--- config.mk ---
export PLATFORM = sky130hd
export DESIGN_NAME = midi_controller_smoother_top
export DESIGN_NICKNAME = d
export VERILOG_FILES = /design/src/design/mcs_pkg.sv /design/src/design/midi_controller_smoother_top.sv
export SDC_FILE = /design/constraint.sdc
export NUM_CORES = 1
export LEC_CHECK = 0
export ABC_AREA = 0
export BUFFER_PORTS_ARGS = -buffer_cell sky130_fd_sc_hd__buf_4
export CORE_MARGIN = 2
export CORE_UTILIZATION = 50
export CTS_CLUSTER_SIZE = 25
export DETAILED_ROUTE_END_ITERATION = 10
export GPL_TIMING_DRIVEN = 0
export PLACE_DENSITY = 0.7
export SYNTH_ARGS = -nofsm -noshare
export SYNTH_HDL_FRONTEND = slang
export SYNTH_SLANG_ARGS = --single-unit
--- constraint.sdc ---
create_clock -name clk -period 5 [get_ports clk]
set_input_delay 0.5 -clock clk [delete_from_list [all_inputs] [get_ports clk]]
set_output_delay 0.5 -clock clk [all_outputs]
set_load 0.02 [all_outputs]
--- src/design/mcs_pkg.sv ---
// Shared types and constants for the MIDI controller smoother.
// Used by midi_controller_smoother_top; no dependencies.
package mcs_pkg;

  localparam int LEVEL_FRACTION_BITS_DEF = 10;
  localparam int COEF_BITS_DEF           = 16;

  localparam int TARGET_BITS = 14;
  localparam int BYTE7_BITS  = 7;
  localparam int SCALE_BITS  = 16;
  localparam int SCALE_SHIFT = 12;
  localparam int SAMPLE_BITS = 28;
  localparam int CFG_BITS    = 16;
  localparam int OP_BITS     = 2;

  localparam logic [CFG_BITS-1:0] DECAY_COEF_RESET = 16'd273;

  localparam logic [OP_BITS-1:0] OP_MSB    = 2'd0;
  localparam logic [OP_BITS-1:0] OP_LSB    = 2'd1;
  localparam logic [OP_BITS-1:0] OP_TICK   = 2'd2;
  localparam logic [OP_BITS-1:0] OP_UNUSED = 2'd3;

  typedef enum logic [1:0] {
    ST_IDLE,
    ST_SMOOTH,
    ST_SCALE,
    ST_DONE
  } state_t;

endpackage

--- src/design/midi_controller_smoother_top.sv ---
// MIDI 14-bit controller smoother: target assembly, one-pole smoothing, output gain.
// Bit-serial shift-add multipliers for both products. Depends on mcs_pkg.
//
//  channel | dir | handshake           | payload
//  in      | in  | in_tvalid/in_tready | tuser: op; tdata: value, scale
//  out     | out | out_tvalid/tready   | tdata: sample
//  cfg     | in  | cfg_we              | cfg_wdata: decay_coef
//
// A tick runs COEF_BITS steps of the serial smoothing multiply, then 16 steps of
// the serial gain multiply, all through one shared accumulator.
// Reset clears target, level and flags and sets the coefficient to DECAY_COEF_RESET.
// The finished sample waits in the output register; new items are taken while
// it waits, and a following tick stalls only in ST_DONE.
module midi_controller_smoother_top #(
  parameter int LEVEL_FRACTION_BITS = mcs_pkg::LEVEL_FRACTION_BITS_DEF,
  parameter int COEF_BITS           = mcs_pkg::COEF_BITS_DEF
) (
  input  logic        clk,
  input  logic        rst_n,
  input  logic        in_tvalid,
  output logic        in_tready,
  input  logic [1:0]  in_tuser,   // [1:0] op
  input  logic [23:0] in_tdata,   // [6:0] value, [22:7] scale, [23] zero
  output logic        out_tvalid,
  input  logic        out_tready,
  output logic [31:0] out_tdata,  // [27:0] sample, [31:28] zero
  input  logic        cfg_we,
  input  logic [15:0] cfg_wdata
);

  localparam int TB  = mcs_pkg::TARGET_BITS;
  localparam int LW  = TB + LEVEL_FRACTION_BITS;
  localparam int AW  = LW + 2;
  localparam int SB  = mcs_pkg::SCALE_BITS;
  localparam int PW  = AW + SB;
  localparam int XW  = (PW > mcs_pkg::SAMPLE_BITS + mcs_pkg::SCALE_SHIFT) ?
                       PW : mcs_pkg::SAMPLE_BITS + mcs_pkg::SCALE_SHIFT;
  localparam int CNT_MAX = ((COEF_BITS > SB) ? COEF_BITS : SB) - 1;
  localparam int CW  = $clog2(CNT_MAX + 1);
  localparam int B7  = mcs_pkg::BYTE7_BITS;

  mcs_pkg::state_t state_r, state_nxt;

  logic [mcs_pkg::CFG_BITS-1:0] coef_cfg_r;
  logic [TB-1:0]                target_r;
  logic                         lsb_seen_r;
  logic [LW-1:0]                level_r;
  logic signed [AW-1:0]         acc_r;
  logic signed [LW:0]           diff_r;
  logic [SB-1:0]                lo_r;
  logic [COEF_BITS-1:0]         coef_sh_r;
  logic [SB-1:0]                scale_sh_r;
  logic [CW-1:0]                cnt_r;
  logic                         out_valid_r;
  logic [mcs_pkg::SAMPLE_BITS-1:0] out_sample_r;

  logic [COEF_BITS-1:0] coef_eff;
  logic                 in_fire;
  logic                 out_fire;
  logic [B7-1:0]        in_value;
  logic [SB-1:0]        in_scale;
  logic signed [AW-1:0] smooth_sum;
  logic signed [AW-1:0] scale_sum;
  logic signed [AW-1:0] level_ext;
  logic [LW-1:0]        level_new;
  logic signed [PW-1:0] prod;
  logic signed [XW-1:0] prod_x;
  logic                 smooth_last;
  logic                 scale_last;
  logic                 load_out;

  assign in_value = in_tdata[B7-1:0];
  assign in_scale = in_tdata[B7 +: SB];
  assign in_fire  = in_tvalid && in_tready;
  assign out_fire = out_valid_r && out_tready;

  generate
    if (COEF_BITS >= mcs_pkg::CFG_BITS) begin : g_coef_wide
      assign coef_eff = COEF_BITS'(coef_cfg_r);
    end else begin : g_coef_sat
      assign coef_eff = ((coef_cfg_r >> COEF_BITS) != '0) ? '1 :
                        coef_cfg_r[COEF_BITS-1:0];
    end
  endgenerate

  assign smooth_sum  = acc_r + (coef_sh_r[0] ? AW'(diff_r) : '0);
  assign level_ext   = $signed({2'b00, level_r});
  assign scale_sum   = scale_sh_r[0] ?
                       ((cnt_r == CW'(SB - 1)) ? acc_r - level_ext : acc_r + level_ext) :
                       acc_r;
  assign level_new   = level_r + LW'(smooth_sum >>> 1);
  assign prod        = $signed({acc_r, lo_r});
  assign prod_x      = XW'(prod);
  assign smooth_last = (cnt_r == CW'(COEF_BITS - 1));
  assign scale_last  = (cnt_r == CW'(SB - 1));

  always_comb begin
    state_nxt = state_r;
    case (state_r)
      mcs_pkg::ST_IDLE: begin
        if (in_fire && in_tuser == mcs_pkg::OP_TICK) state_nxt = mcs_pkg::ST_SMOOTH;
      end
      mcs_pkg::ST_SMOOTH: begin
        if (smooth_last) state_nxt = mcs_pkg::ST_SCALE;
      end
      mcs_pkg::ST_SCALE: begin
        if (scale_last) state_nxt = mcs_pkg::ST_DONE;
      end
      mcs_pkg::ST_DONE: begin
        if (!out_valid_r || out_tready) state_nxt = mcs_pkg::ST_IDLE;
      end
      default: state_nxt = mcs_pkg::ST_IDLE;
    endcase
  end

  always_comb begin
    in_tready = 1'b0;
    load_out  = 1'b0;
    case (state_r)
      mcs_pkg::ST_IDLE:   in_tready = 1'b1;
      mcs_pkg::ST_DONE:   load_out  = !out_valid_r || out_tready;
      default: begin
        in_tready = 1'b0;
        load_out  = 1'b0;
      end
    endcase
  end

  always_ff @(posedge clk) begin
    if (!rst_n) begin
      state_r     <= mcs_pkg::ST_IDLE;
      coef_cfg_r  <= mcs_pkg::DECAY_COEF_RESET;
      target_r    <= '0;
      lsb_seen_r  <= 1'b0;
      level_r     <= '0;
      cnt_r       <= '0;
      out_valid_r <= 1'b0;
    end else begin
      state_r <= state_nxt;
      if (cfg_we) coef_cfg_r <= cfg_wdata;
      if (in_fire) begin
        case (in_tuser)
          mcs_pkg::OP_MSB: begin
            target_r[TB-1:B7] <= in_value;
            if (!lsb_seen_r) target_r[B7-1:0] <= in_value;
          end
          mcs_pkg::OP_LSB: begin
            target_r[B7-1:0] <= in_value;
            lsb_seen_r       <= 1'b1;
          end
          default: ;
        endcase
      end
      case (state_r)
        mcs_pkg::ST_SMOOTH: begin
          cnt_r <= smooth_last ? '0 : cnt_r + 1'b1;
          if (smooth_last) level_r <= level_new;
        end
        mcs_pkg::ST_SCALE: cnt_r <= scale_last ? '0 : cnt_r + 1'b1;
        default: cnt_r <= '0;
      endcase
      if (load_out) out_valid_r <= 1'b1;
      else if (out_fire) out_valid_r <= 1'b0;
    end
  end

  always_ff @(posedge clk) begin
    if (in_fire) begin
      diff_r     <= $signed({1'b0, target_r, LEVEL_FRACTION_BITS'(0)}) -
                    $signed({1'b0, level_r});
      coef_sh_r  <= coef_eff;
      scale_sh_r <= in_scale;
      acc_r      <= '0;
    end
    case (state_r)
      mcs_pkg::ST_SMOOTH: begin
        coef_sh_r <= coef_sh_r >> 1;
        if (smooth_last) acc_r <= '0;
        else acc_r <= smooth_sum >>> 1;
      end
      mcs_pkg::ST_SCALE: begin
        scale_sh_r <= scale_sh_r >> 1;
        acc_r      <= scale_sum >>> 1;
        lo_r       <= {scale_sum[0], lo_r[SB-1:1]};
      end
      default: ;
    endcase
    if (load_out) out_sample_r <= prod_x[mcs_pkg::SCALE_SHIFT +: mcs_pkg::SAMPLE_BITS];
  end

  assign out_tvalid = out_valid_r;
  assign out_tdata  = {4'b0000, out_sample_r};

`ifndef SYNTHESIS
  a_write_keeps_level: assert property (@(posedge clk) disable iff (!rst_n)
    in_fire && in_tuser != mcs_pkg::OP_TICK |=> $stable(level_r))
    else $error("level changed on a non-tick item");
  a_tick_starts: assert property (@(posedge clk) disable iff (!rst_n)
    in_fire && in_tuser == mcs_pkg::OP_TICK |=> state_r == mcs_pkg::ST_SMOOTH)
    else $error("tick did not start smoothing");
  a_cnt_range: assert property (@(posedge clk) disable iff (!rst_n)
    state_r == mcs_pkg::ST_SMOOTH |-> cnt_r <= CW'(COEF_BITS - 1))
    else $error("smoothing counter out of range");
  a_out_from_done: assert property (@(posedge clk) disable iff (!rst_n)
    $rose(out_valid_r) |-> $past(state_r == mcs_pkg::ST_DONE))
    else $error("result raised outside completion");
`endif

endmodule

Word-level counts from Yosys, hierarchy flattened --
Cells that the tools add are included.
Storage, ports and cells: register bits 189, output and inout bits 34, logic and storage cells 75
Operators by class: add/subtract/negate cells 6, eq/ne operators 11, multiplexer cells 21, bitwise logic cells 2, reductions and logical operators 19
Operator list (number):
- 26-bit 2-to-1 mux | 5
- 15-bit 2-to-1 mux | 4
- 26-bit case mux with 2 select lines | 1
- 26-bit by 25-bit adder with 26-bit output | 1
- 26-bit adder | 1
- 26-bit by 25-bit subtractor with 26-bit output | 1
- 24-bit by 24-bit subtractor with 25-bit output | 1
- 24-bit adder | 1
- 7-bit case mux with 2 select lines | 1
- 2-bit inequality test (second input constant) | 5
- 2-bit 2-to-1 mux | 4
- 2-bit case mux with 4 select lines | 1
- 2-bit nonzero test | 4
- 7-bit 2-to-1 mux | 1
- 2-bit == test (second input constant) | 3
- 2-bit AND reduction | 3
- 4-bit by 1-bit adder with 4-bit output (second input constant) | 1
- 2-bit by 1-bit == test with 1-bit output (second input constant) | 2
- 4-bit == test (second input constant) | 1
- 2-bit logical NOT | 2
- 1-bit 2-to-1 mux | 4
- 4-bit AND reduction | 1
- 1-bit logical AND | 3
- 3-bit AND reduction | 1
- 6 further kinds | 7

Longest topological paths before layout --
Gate-level depths: netlist of run 1.
depth after elaboration 6, mapped depth 23, mapped depth without buffers 22

Worst setup path after synthesis of run 1 --
Ideal clock, no wire load.
kind reg2reg, start register coef_sh_r[0], end register level_r[22], library setup time 0.122 ns, data arrival time 4.260 ns, slack 0.618 ns, stages on the path, launching flop included 23, buffers on the path 1, clock period less this slack 4.382 ns, path through edfxtp_1 clkbuf_1 nand2_1 inv_1 ha_1 a41oi_1 a22oi_1 a21oi_1 o21a_1 o21ai_0 a21o_1 a21oi_1 xnor2_1 ha_1 a211o_1 a2111oi_0 nor3_1 o31a_1 nand4_1 nand4b_1 o311ai_1 xor2_1 o21ai_0
On the way: longest elaborated chain between the ends 3
Ends and longest elaborated chain:
- from (decl) | RTL line midi_controller_smoother_top.sv:51 | logic [COEF_BITS-1:0] coef_sh_r;
- from (signal assigned) | RTL line midi_controller_smoother_top.sv:171 | coef_sh_r <= coef_eff;
- from (signal assigned) | RTL line midi_controller_smoother_top.sv:177 | coef_sh_r <= coef_sh_r >> 1;
- 26-bit 2-to-1 mux | RTL line midi_controller_smoother_top.sv:86 | assign smooth_sum = acc_r + (coef_sh_r[0] ? AW'(diff_r) : '0);
- 26-bit adder | RTL line midi_controller_smoother_top.sv:86
- 24-bit adder | RTL line midi_controller_smoother_top.sv:91 | assign level_new = level_r + LW'(smooth_sum >>> 1);
- to (signal assigned) | RTL line midi_controller_smoother_top.sv:157 | if (smooth_last) level_r <= level_new;
- to (decl) | RTL line midi_controller_smoother_top.sv:47 | logic [LW-1:0] level_r;
Every way passes these cells. A chain may end at the register's enable or synchronous reset.

Worst setup path in the final report of run 1 --
Ends and elaborated chain as after synthesis.

==> results of run 1 <==
-- area by class of cell --
cell class / instances / area, sq um
Clock inverter: 14 / 145
Clock buffer: 18 / 429
Inverter: 43 / 161
Timing Repair Buffer: 79 / 593
Tap cell: 285 / 357
Buffer: 41 / 180
Fill cell: 1941 / 9420
Sequential cell: 176 / 4640
Multi-Input combinational cell: 889 / 6580
-- per-layer routing --
layer	up-vias	share of wire, %	wire, um	global-route usage (%)
met3	38	5.7	1510	4.32
met2	244	45	11800	35.2
li1	4356	-	-	-
met4	0	2.0	532	7.01
met1	4013	47	12400	30.3
met5	-	0	0	0
-- cells by family after synthesis --
group	Yosys count
compound gates	278
xor+xnor	107
fa+ha+maj	96
buf+inv	87
flops	176
mux	73
other cells	1
simple gates	331
-- sequential cells by signal, indices dropped and copies added, names as in the netlist, 14 cells and up --
signal,count
level_r,24
scale_sh_r,16
coef_sh_r,16
coef_cfg_r,16
out_sample_r,28
diff_r,25
acc_r,25
target_r,14
-- worst paths after layout --
check,slack [ns],startpoint,endpoint
max,0.21,coef_sh_r[0]$_DFFE_PP_,level_r[22]$_SDFFE_PN0P_
min,0.29,cfg_wdata[4],coef_cfg_r[4]$_SDFFE_PN1P_
max reg2reg,0.21,coef_sh_r[0]$_DFFE_PP_,level_r[22]$_SDFFE_PN0P_
min reg2reg,0.42,lo_r[12]$_DFFE_PP_,out_sample_r[0]$_DFFE_PP_
-- worst reg2reg max path: cells and delay by family, from the launching register on --
family / cells / cell delay (ns)
AO/OA/AOI/OAI: 12 / 2.58
adder cells (fa/ha/maj): 2 / 0.60
XOR/XNOR: 2 / 0.32
buffers and inverters: 1 / 0.20
AND/OR/NAND/NOR: 4 / 0.52
flip-flops: 1 / 0.47
-- synth_stat cells (5+ instances only) --
| master | n | area, sq um |
|---|---|---|
| nor4_1 | 7 | 43.8 |
| ha_1 | 93 | 1160 |
| a22oi_1 | 17 | 128 |
| inv_1 | 43 | 161 |
| edfxtp_1 | 112 | 3360 |
| and3_1 | 11 | 68.8 |
| mux2i_1 | 35 | 350 |
| nand2_1 | 90 | 338 |
| or3_1 | 5 | 31.3 |
| o21a_1 | 10 | 75.1 |
| xnor2_1 | 71 | 622 |
| mux2_2 | 38 | 428 |
| nor3_1 | 15 | 75.1 |
| nor2b_1 | 52 | 325 |
| nand4_1 | 10 | 62.6 |
| a21o_1 | 43 | 323 |
| o21bai_1 | 6 | 45.0 |
| buf_4 | 5 | 37.5 |
| a31oi_1 | 10 | 62.6 |
| xor2_1 | 36 | 315 |
| nand2b_1 | 8 | 50.1 |
| and2_1 | 45 | 282 |
| a21oi_1 | 79 | 395 |
| nor2_1 | 57 | 214 |
| o21ai_0 | 62 | 310 |
| clkbuf_1 | 34 | 128 |
| nand3_1 | 18 | 90.1 |
| dfxtp_1 | 64 | 1280 |
-- power by group --
group	leakage [nW]	internal (mW)	switching, mW	total, mW
clock network	0.279	0.665	0.644	1.31
logic	3.48	1.75	2.41	4.16
registers	1.61	2.04	0.226	2.27
total	5.37	4.46	3.28	7.73
-- stage by stage --
| stage | total power [mW] | area [sq um] | hold slack [ns] |
|---|---|---|---|
| 2_1_floorplan | 5.29 | 11400 | 0.400 |
| 3_3_place_gp | 6.13 | 12300 | 0.403 |
| 3_5_place_dp | 6.21 | 12300 | 0.409 |
| 4_1_cts | 7.57 | 12900 | 0.283 |
| 5_1_grt | 8.28 | 13100 | 0.297 |
| 6_report | 7.73 | 13100 | 0.290 |
-- timing repair --
item                                    4_1_cts  5_1_grt
setup buffers                                 1        4
endpoints found under the setup margin        6        8
resized for setup                             6       26
pin swaps                                     1        4
==> impl_metrics.py, run 1 <==
metrics = {
    "run_status": {
        "status": "completed",
    },
    "sta": {
        "finalCritPeriodShare_pct": 95.8,
        "rsz0062_at_grt": "true",
        "fin_setup_tns_ns": 0,
        "finalMaxSlewViolations": 0,
        "fin_skew_ns": 0.0115,
        "fin_ws_ns": 0.209,
        "period_minus_slack_ns": 4.79,
        "setup_viol": 0,
        "max_freq_mhz": 209,
        "hold_viol": 0,
        "worst-slew-pin-transition_ns": 1.25,
        "slew_headroom_pct": 16.1,
    },
    "detailed_routing": {
        "drtPass1Iterations": 5,
        "first_iter_violations": 597,
        "wl_per_cell_um": 17.0,
        "vias": 8651,
        "drtAntennaViolNets": 0,
        "viasPerCell": 5.60,
        "drc": 0,
        "wl_um": 26300,
    },
    "place": {
        "io_buffers": 74,
        "place_hpwl_um": 20400,
        "gp_congestion": 0.930,
        "dp.cells": 1511,
        "preCtsSetupSlack_ns": -0.404,
    },
    "layout": {
        "finalNonFillerCells": 1545,
        "drive_gt1_share_pct": 15.1,
        "final_common_cell": "edfxtp_1",
        "nets": 1390,
        "area_growth_pct": 14.7,
        "final_cell_mix": "edfxtp_1, nand2_1, ha_1",
        "utilization_pct": 58.2,
        "antennaDiodeCount": 0,
    },
    "logic_synthesis": {
        "yosys.cell_types.count": 68,
        "ys_ff_latch": 176,
        "synth_edf_count": 112,
        "synth_adder_area_share_pct": 10.7,
        "synth-xor-area-share_pct": 8.21,
        "muxShareOfSynthArea_pct": 6.82,
        "syn_inst": 1149,
        "yosys_warnings": 0,
        "synth_top_family_by_area": "compound AO/OA/AOI/OAI gates",
        "synth_flop_cell": "edfxtp_1",
        "syn-cell-area_sq_um": 11400,
        "synth-simple-area-share_pct": 14.7,
        "avgSynthCellArea_sq_um": 9.93,
        "ys_async_sr_fraction_pct": 0,
        "ys_seq_area_share_pct": 40.7,
        "synth_compound_area_share_pct": 15.8,
    },
    "grt": {
        "antenna_found_initial": 0,
        "grt_pass1_vias": 8234,
        "grt_max_degree": 29,
        "grt_pass1_wl_um": 41600,
        "gr-usage-all-layers_pct": 22.1,
        "grt-ovfl-total": 0,
    },
    "critical_path": {
        "crit_slowest_cell": "edfxtp_1",
        "endpoint_kind": "register",
        "path_cells": "buf_4 -> and2_1 -> ha_1 -> a21o_1 -> a21o_1 -> a21oi_1 -> o21a_1 -> o21ai_1 -> a21o_1 -> a21oi_1 -> xnor2_1 -> ha_1 -> a211o_1 -> a2111oi_2 -> nor3_1 -> o31a_1 -> nand4_1 -> nand4b_1 -> o311ai_2 -> xor2_1 -> o21ai_0",
        "cp_slowest_stage_delay_ns": 0.47,
        "crit_cells": 21,
        "crit_family": "compound AO/OA/AOI/OAI gates",
        "path_buf_inv": 1,
        "crit_type": "register to register",
        "worstPathRequired_ns": 5.32,
        "cpMostUsedCell": "a21o_1",
        "crit_fanout": 6,
        "arrival_ns": 5.11,
        "r2r.worst_path.cells": 21,
        "cp-start-kind": "register",
    },
    "clocking": {
        "hold_buffers": 0,
        "cts_tree": "yes",
        "htreeDepth": 4,
        "clock_latency_ns": 0.44,
        "cts_buffers": 17,
        "clock_sinks": 176,
        "clk_pin_slew_worst_paths_ns": 0.07,
        "cts_max_path_buffers": 2,
        "clockRootBuffer": "clkbuf_16",
    },
    "floorplanning": {
        "placementRows": 55,
        "dieArea_sq_um": 24100,
        "fp.dieH_um": 155,
        "die_w_um": 155,
        "ioPinCount": 81,
        "start_util_pct": 50.7,
        "core_area_sq_um": 22500,
    },
    "worst_hold_path": {
        "worstHoldPathCells": 3,
        "hold_path_class": "primary input to register",
    },
    "power_and_ir_drop": {
        "powerDensity_nw_per_um2": 591,
        "peakVddDrop_v": 0.000278,
        "leakagePower_nw": 5.37,
    },
    "flow_run": {
        "maxCapViolations": 0,
    },
}
Power figures use the tool's default switching activity.
==> run 2, diff against run 1 <==
--- a/config.mk
+++ b/config.mk
@@ -7,12 +7,14 @@
 export LEC_CHECK = 0
 export ABC_AREA = 0
 export BUFFER_PORTS_ARGS = -buffer_cell sky130_fd_sc_hd__buf_4
+export CELL_PAD_IN_SITES_DETAIL_PLACEMENT = 0
+export CELL_PAD_IN_SITES_GLOBAL_PLACEMENT = 1
 export CORE_MARGIN = 2
-export CORE_UTILIZATION = 50
+export CORE_UTILIZATION = 48
 export CTS_CLUSTER_SIZE = 25
 export DETAILED_ROUTE_END_ITERATION = 10
 export GPL_TIMING_DRIVEN = 0
-export PLACE_DENSITY = 0.7
+export PLACE_DENSITY = 0.82
 export SYNTH_ARGS = -nofsm -noshare
 export SYNTH_HDL_FRONTEND = slang
 export SYNTH_SLANG_ARGS = --single-unit
==> run 2 against run 1 <==
Non-clock buffer count grew 5. Utilization shrank 1.6 points. Flip-flop and latch count unchanged. Via count up 0.17%. Die area grew 4.1%. Routed wire length increased by 6.9%. Critical endpoint unchanged. Highest routed layer unchanged.
==> impl_metrics.py, run 2 (same netlist as run 1, synthesis figures left out) <==
metrics = {
    "power_and_ir_drop": {
        "peakVddDrop_v": 0.000281,
        "p_total_mw": 7.87,
        "leakagePower_nw": 5.41,
        "powerDensity_nw_per_um2": 595,
    },
    "floorplanning": {
        "ioPinCount": 81,
        "start_util_pct": 48.8,
        "core_area_sq_um": 23400,
        "placementRows": 56,
        "fp.dieH_um": 158,
        "die_w_um": 158,
        "dieArea_sq_um": 25000,
    },
    "sta": {
        "hold_viol": 0,
        "worst-slew-pin-transition_ns": 1.28,
        "finalMaxSlewViolations": 0,
        "slew_headroom_pct": 13.9,
        "setup_viol": 0,
        "fin_ws_ns": 0.168,
        "finalCritPeriodShare_pct": 96.6,
        "fin_skew_ns": 0.0130,
        "max_freq_mhz": 207,
        "period_minus_slack_ns": 4.83,
        "hold_slack_ns": 0.274,
    },
    "clocking": {
        "clock_sinks": 176,
        "clockRootBuffer": "clkbuf_16",
        "clock_latency_ns": 0.45,
        "clk_pin_slew_worst_paths_ns": 0.08,
        "cts_buffers": 17,
        "htreeDepth": 4,
        "cts_max_path_buffers": 2,
        "cts_tree": "yes",
    },
    "grt": {
        "antenna_found_initial": 0,
        "grt_pass1_vias": 8182,
        "gr-usage-all-layers_pct": 22.9,
        "grt_max_degree": 29,
        "grt_pass1_wl_um": 43500,
        "grt-ovfl-total": 0,
    },
    "critical_path": {
        "path_cells": "buf_4 -> and2_1 -> ha_1 -> nand2b_1 -> a21oi_2 -> o41a_1 -> a21o_2 -> xor2_2 -> ha_2 -> a21o_1 -> a21o_1 -> a2111oi_2 -> nor3_1 -> o31a_1 -> nand4_1 -> nand4b_1 -> o311ai_2 -> xor2_1 -> o21ai_0",
        "arrival_ns": 5.17,
        "crit_type": "register to register",
        "path_buf_inv": 1,
        "crit_cells": 19,
        "cp-start-kind": "register",
        "r2r.worst_path.cells": 19,
        "r2r-end": "level_r[22]$_SDFFE_PN0P_",
        "worstPathRequired_ns": 5.33,
        "crit_fanout": 6,
        "crit_slowest_cell": "edfxtp_1",
        "cpMostUsedCell": "a21o_1",
        "crit_family": "compound AO/OA/AOI/OAI gates",
        "worst-r2r-setup-slack_ns": 0.17,
        "cp_slowest_stage_delay_ns": 0.51,
        "r2r-start": "coef_sh_r[0]$_DFFE_PP_",
        "endpoint_kind": "register",
    },
    "layout": {
        "final_common_cell": "edfxtp_1",
        "drive_gt1_share_pct": 16.0,
        "final_cell_area_sq_um": 13200,
        "fillers": 2101,
        "final_cell_mix": "edfxtp_1, nand2_1, ha_1",
        "top_regs": "out_sample_r x28, acc_r x25, diff_r x25",
        "nets": 1395,
        "antennaDiodeCount": 0,
        "largest_reg_flops": 28,
        "utilization_pct": 56.5,
        "regMostFlops": "out_sample_r",
        "area_growth_pct": 15.9,
    },
    "detailed_routing": {
        "wl_per_cell_um": 17.7,
        "drtPass1Iterations": 8,
        "drtAntennaViolNets": 0,
        "viasPerCell": 5.47,
        "vias": 8666,
        "drc": 0,
        "first_iter_violations": 541,
        "wl_um": 28100,
    },
    "worst_hold_path": {
        "hold_path.startpoint": "cfg_wdata[8]",
        "holdPathEnd": "coef_cfg_r[8]$_SDFFE_PN1P_",
        "worstHoldPathCells": 3,
        "hold_path_class": "primary input to register",
    },
    "place": {
        "preCtsSetupSlack_ns": -0.458,
        "gp_congestion": 0.933,
        "io_buffers": 74,
        "place_hpwl_um": 21300,
        "dpl_cell_area_sq_um": 12400,
    },
    "flow_run": {
        "maxCapViolations": 0,
    },
    "run_status": {
        "status": "completed",
    },
}
[run 2: cell count changes in the layout (fill, tap and decap cells not counted), sizes merged]
| cell | before | now |
|---|---|---|
| clkinvlp | 1 | 2 |
| clkbuf | 48 | 49 |
| buf | 90 | 93 |
[run 2: report_power, final]
| part | switching, mW | leakage, nW | internal (mW) |
|---|---|---|---|
| Clock | 0.700 | 0.289 | 0.682 |
| Sequential | 0.240 | 1.61 | 2.04 |
| Combinational | 2.44 | 3.51 | 1.77 |
[run 2: worst register-to-register path, delay by kind of cell, from the launching register on]
kind            cells  cell delay, ns
compound gates      9            2.28
fa+ha+maj           2            0.68
simple gates        5            0.65
flops               1            0.51
xor+xnor            2            0.40
buf+inv             1            0.20
[run 2: how the worst max path moves through the flow]
| stage | from | endpoint |
|---|---|---|
| final | coef_sh_r[0]$_DFFE_PP_ | level_r[22]$_SDFFE_PN0P_ |
| after global routing | coef_sh_r[0]$_DFFE_PP_ | level_r[22]$_SDFFE_PN0P_ |
| after CTS | coef_sh_r[0]$_DFFE_PP_ | level_r[22]$_SDFFE_PN0P_ |
| after detailed placement | coef_sh_r[0]$_DFFE_PP_ | level_r[22]$_SDFFE_PN0P_ |
| after global placement | coef_sh_r[0]$_DFFE_PP_ | level_r[22]$_SDFFE_PN0P_ |
| after floorplan | coef_sh_r[0]$_DFFE_PP_ | level_r[22]$_SDFFE_PN0P_ |
[run 2: final cells by class]
cell class	count	area (sq um)	area share, %
Buffer	44	199	1.50
Clock buffer	17	425	3.22
Clock inverter	15	184	1.39
Inverter	43	161	1.22
Multi-Input combinational cell	889	6610	49.9
Sequential cell	176	4640	35.1
Tap cell	319	399	3.02
Timing Repair Buffer	81	608	4.60
[run 2: timing repair]
item / in CTS / in global routing
resized for setup: 11 / 34
pin swaps: 1 / 5
buffers inserted: 2 / 5
setup endpoints to repair: 9 / 7
hold buffers: 0 / 0
[run 2: metal layers]
metal / vias to the layer above / global-route usage, % / wire, um
met5: - / 0 / 0
met4: 0 / 6.95 / 472
met3: 32 / 2.98 / 1290
met2: 218 / 34.9 / 12300
met1: 4049 / 33.9 / 14100
li1: 4367 / - / -
[run 2: stage by stage]
step,cells,TNS [ns]
floorplan,1152,0
global placement,1545,-0.915
detailed placement,1545,-0.972
CTS,1579,0
global route,1584,-0.0513
finish,1584,0
==> run 3, diff against run 2 <==
--- a/config.mk
+++ b/config.mk
@@ -6,15 +6,14 @@
 export NUM_CORES = 1
 export LEC_CHECK = 0
 export ABC_AREA = 0
-export BUFFER_PORTS_ARGS = -buffer_cell sky130_fd_sc_hd__buf_4
 export CELL_PAD_IN_SITES_DETAIL_PLACEMENT = 0
 export CELL_PAD_IN_SITES_GLOBAL_PLACEMENT = 1
 export CORE_MARGIN = 2
-export CORE_UTILIZATION = 48
+export CORE_UTILIZATION = 50
 export CTS_CLUSTER_SIZE = 25
 export DETAILED_ROUTE_END_ITERATION = 10
-export GPL_TIMING_DRIVEN = 0
-export PLACE_DENSITY = 0.82
+export DONT_BUFFER_PORTS = 1
+export PLACE_DENSITY = 0.81
 export SYNTH_ARGS = -nofsm -noshare
 export SYNTH_HDL_FRONTEND = slang
 export SYNTH_SLANG_ARGS = --single-unit
==> run 3 against run 2 <==
Flip-flop and latch count unchanged. Count of clock-buffer cells in the layout is 1 higher. Via count fell by 5.0%. Register-to-register slack improved by 0.08 ns. Final area is 5.6% lower. Fmax grew 1.7%. Sequential share of layout area is 2.1 points higher. Utilization decreased by 1.0 points. Clock skew up 0.0019 ns. Combinational power decreased by 4.8%. Critical endpoint unchanged. Largest power group unchanged.
==> impl_metrics.py, run 3 (same netlist as run 1, synthesis figures left out) <==
metrics = {
    "sta": {
        "hold_slack_ns": 0.145,
        "fin_setup_tns_ns": 0,
        "period_minus_slack_ns": 4.75,
        "fin_skew_ns": 0.0148,
        "rsz0062_at_grt": "true",
        "finalMaxSlewViolations": 0,
        "worst-slew-pin-transition_ns": 1.09,
        "slew_headroom_pct": 27.1,
        "hold_viol": 0,
        "fin_ws_ns": 0.248,
        "finalCritPeriodShare_pct": 95.0,
        "setup_viol": 0,
        "max_freq_mhz": 210,
    },
    "worst_hold_path": {
        "hold_path_class": "primary input to register",
        "hold_path.startpoint": "rst_n",
        "worstHoldPathCells": 1,
        "holdPathEnd": "coef_cfg_r[4]$_SDFFE_PN1P_",
    },
    "layout": {
        "top_regs": "out_sample_r x28, acc_r x25, diff_r x25",
        "regMostFlops": "out_sample_r",
        "antennaDiodeCount": 0,
        "utilization_pct": 55.5,
        "largest_reg_flops": 28,
        "final_cell_mix": "edfxtp_1, nand2_1, ha_1",
        "final_cell_area_sq_um": 12500,
        "final_common_cell": "edfxtp_1",
        "finalNonFillerCells": 1448,
        "area_growth_pct": 9.43,
        "nets": 1293,
        "drive_gt1_share_pct": 10.1,
    },
    "clocking": {
        "cts_max_path_buffers": 2,
        "hold_buffers": 0,
        "cts_buffers": 17,
        "htreeDepth": 4,
        "clock_sinks": 176,
        "clockRootBuffer": "clkbuf_16",
        "cts_tree": "yes",
        "clock_latency_ns": 0.44,
        "clk_pin_slew_worst_paths_ns": 0.08,
    },
    "detailed_routing": {
        "viasPerCell": 5.69,
        "wl_per_cell_um": 17.7,
        "drtAntennaViolNets": 0,
        "drc": 0,
        "vias": 8237,
        "wl_um": 25600,
        "drtPass1Iterations": 5,
        "first_iter_violations": 523,
    },
    "power_and_ir_drop": {
        "peakVddDrop_v": 0.000326,
        "leakagePower_nw": 5.04,
        "p_total_mw": 7.71,
        "powerDensity_nw_per_um2": 617,
    },
    "critical_path": {
        "arrival_ns": 5.08,
        "crit_slowest_cell": "edfxtp_1",
        "endpoint_kind": "register",
        "crit_family": "compound AO/OA/AOI/OAI gates",
        "cp_slowest_stage_delay_ns": 0.48,
        "r2r-start": "coef_sh_r[0]$_DFFE_PP_",
        "r2r.worst_path.cells": 21,
        "cp-start-kind": "register",
        "crit_fanout": 5,
        "worstPathRequired_ns": 5.33,
        "worst-r2r-setup-slack_ns": 0.25,
        "path_cells": "buf_4 -> and2_1 -> ha_1 -> a21o_1 -> a21o_1 -> a21oi_1 -> o21a_1 -> o21ai_0 -> a21o_1 -> a21oi_1 -> xnor2_1 -> ha_1 -> a211o_1 -> a2111oi_4 -> nor3_1 -> o31a_1 -> nand4_1 -> nand4b_1 -> o311ai_2 -> xor2_1 -> o21ai_0",
        "r2r-end": "level_r[22]$_SDFFE_PN0P_",
        "path_buf_inv": 1,
        "cpMostUsedCell": "a21o_1",
        "cp-startpoint": "coef_sh_r[0]$_DFFE_PP_",
        "crit_type": "register to register",
    },
    "floorplanning": {
        "die_w_um": 155,
        "start_util_pct": 50.7,
        "placementRows": 55,
        "ioPinCount": 81,
        "fp.dieH_um": 155,
        "dieArea_sq_um": 24100,
        "core_area_sq_um": 22500,
    },
    "place": {
        "place_hpwl_um": 19100,
        "preCtsSetupSlack_ns": 0.227,
        "dp.cells": 1410,
        "io_buffers": 0,
        "gp_congestion": 0.919,
        "dpl_cell_area_sq_um": 11700,
    },
    "grt": {
        "gr-usage-all-layers_pct": 22.0,
        "grt_pass1_wl_um": 41000,
        "grt_pass1_vias": 7818,
        "grt-ovfl-total": 0,
        "antenna_found_initial": 0,
        "grt_max_degree": 62,
    },
    "flow_run": {
        "maxCapViolations": 0,
    },
    "run_status": {
        "status": "completed",
    },
}
run 3: cell types whose count changed in the layout (fill, tap and decap cells not counted), moves of 3 or more:
cell,change
a21oi_1,+6
clkbuf_1,-28
a21oi_2,-6
buf_4,-64
buf_1,-4
o21ai_0,+3
clkbuf_2,-4
run 3: worst max path at each step:
stage	slack (ns)	depth (start not counted)	end
final	0.25	21	level_r[22]$_SDFFE_PN0P_
after global routing	-0.08	22	level_r[22]$_SDFFE_PN0P_
after CTS	0.21	21	level_r[22]$_SDFFE_PN0P_
after global placement	0.25	21	level_r[22]$_SDFFE_PN0P_
after detailed placement	0.23	17	level_r[22]$_SDFFE_PN0P_
after floorplan	0.62	22	level_r[22]$_SDFFE_PN0P_
run 3: area by class of cell:
class,count,area [sq um]
clock buffers,18,450
clock inverters,14,175
fillers,1947,10000
inverters,43,161
multi-input cells,889,6530
flip-flops and latches,176,4640
well taps,285,357
repair buffers,23,176
run 3: per-layer routing:
metal / vias to the layer above / wire length (um) / global-route usage, %
met5: - / 0 / 0
met4: 0 / 327 / 6.13
met3: 22 / 1430 / 4.15
met2: 224 / 10600 / 31.6
met1: 3827 / 13300 / 33.5
li1: 4164 / - / -
run 3: power breakdown:
group,switching (mW),total (mW),internal [mW],leakage (nW)
Clock,0.682,1.39,0.711,0.304
Combinational,2.31,4.01,1.71,3.12
Sequential,0.262,2.30,2.04,1.61
run 3: what timing repair did:
item,in CTS,in global routing
setup buffers,0,6
endpoints found under the setup margin,0,4
gates resized for setup,0,15
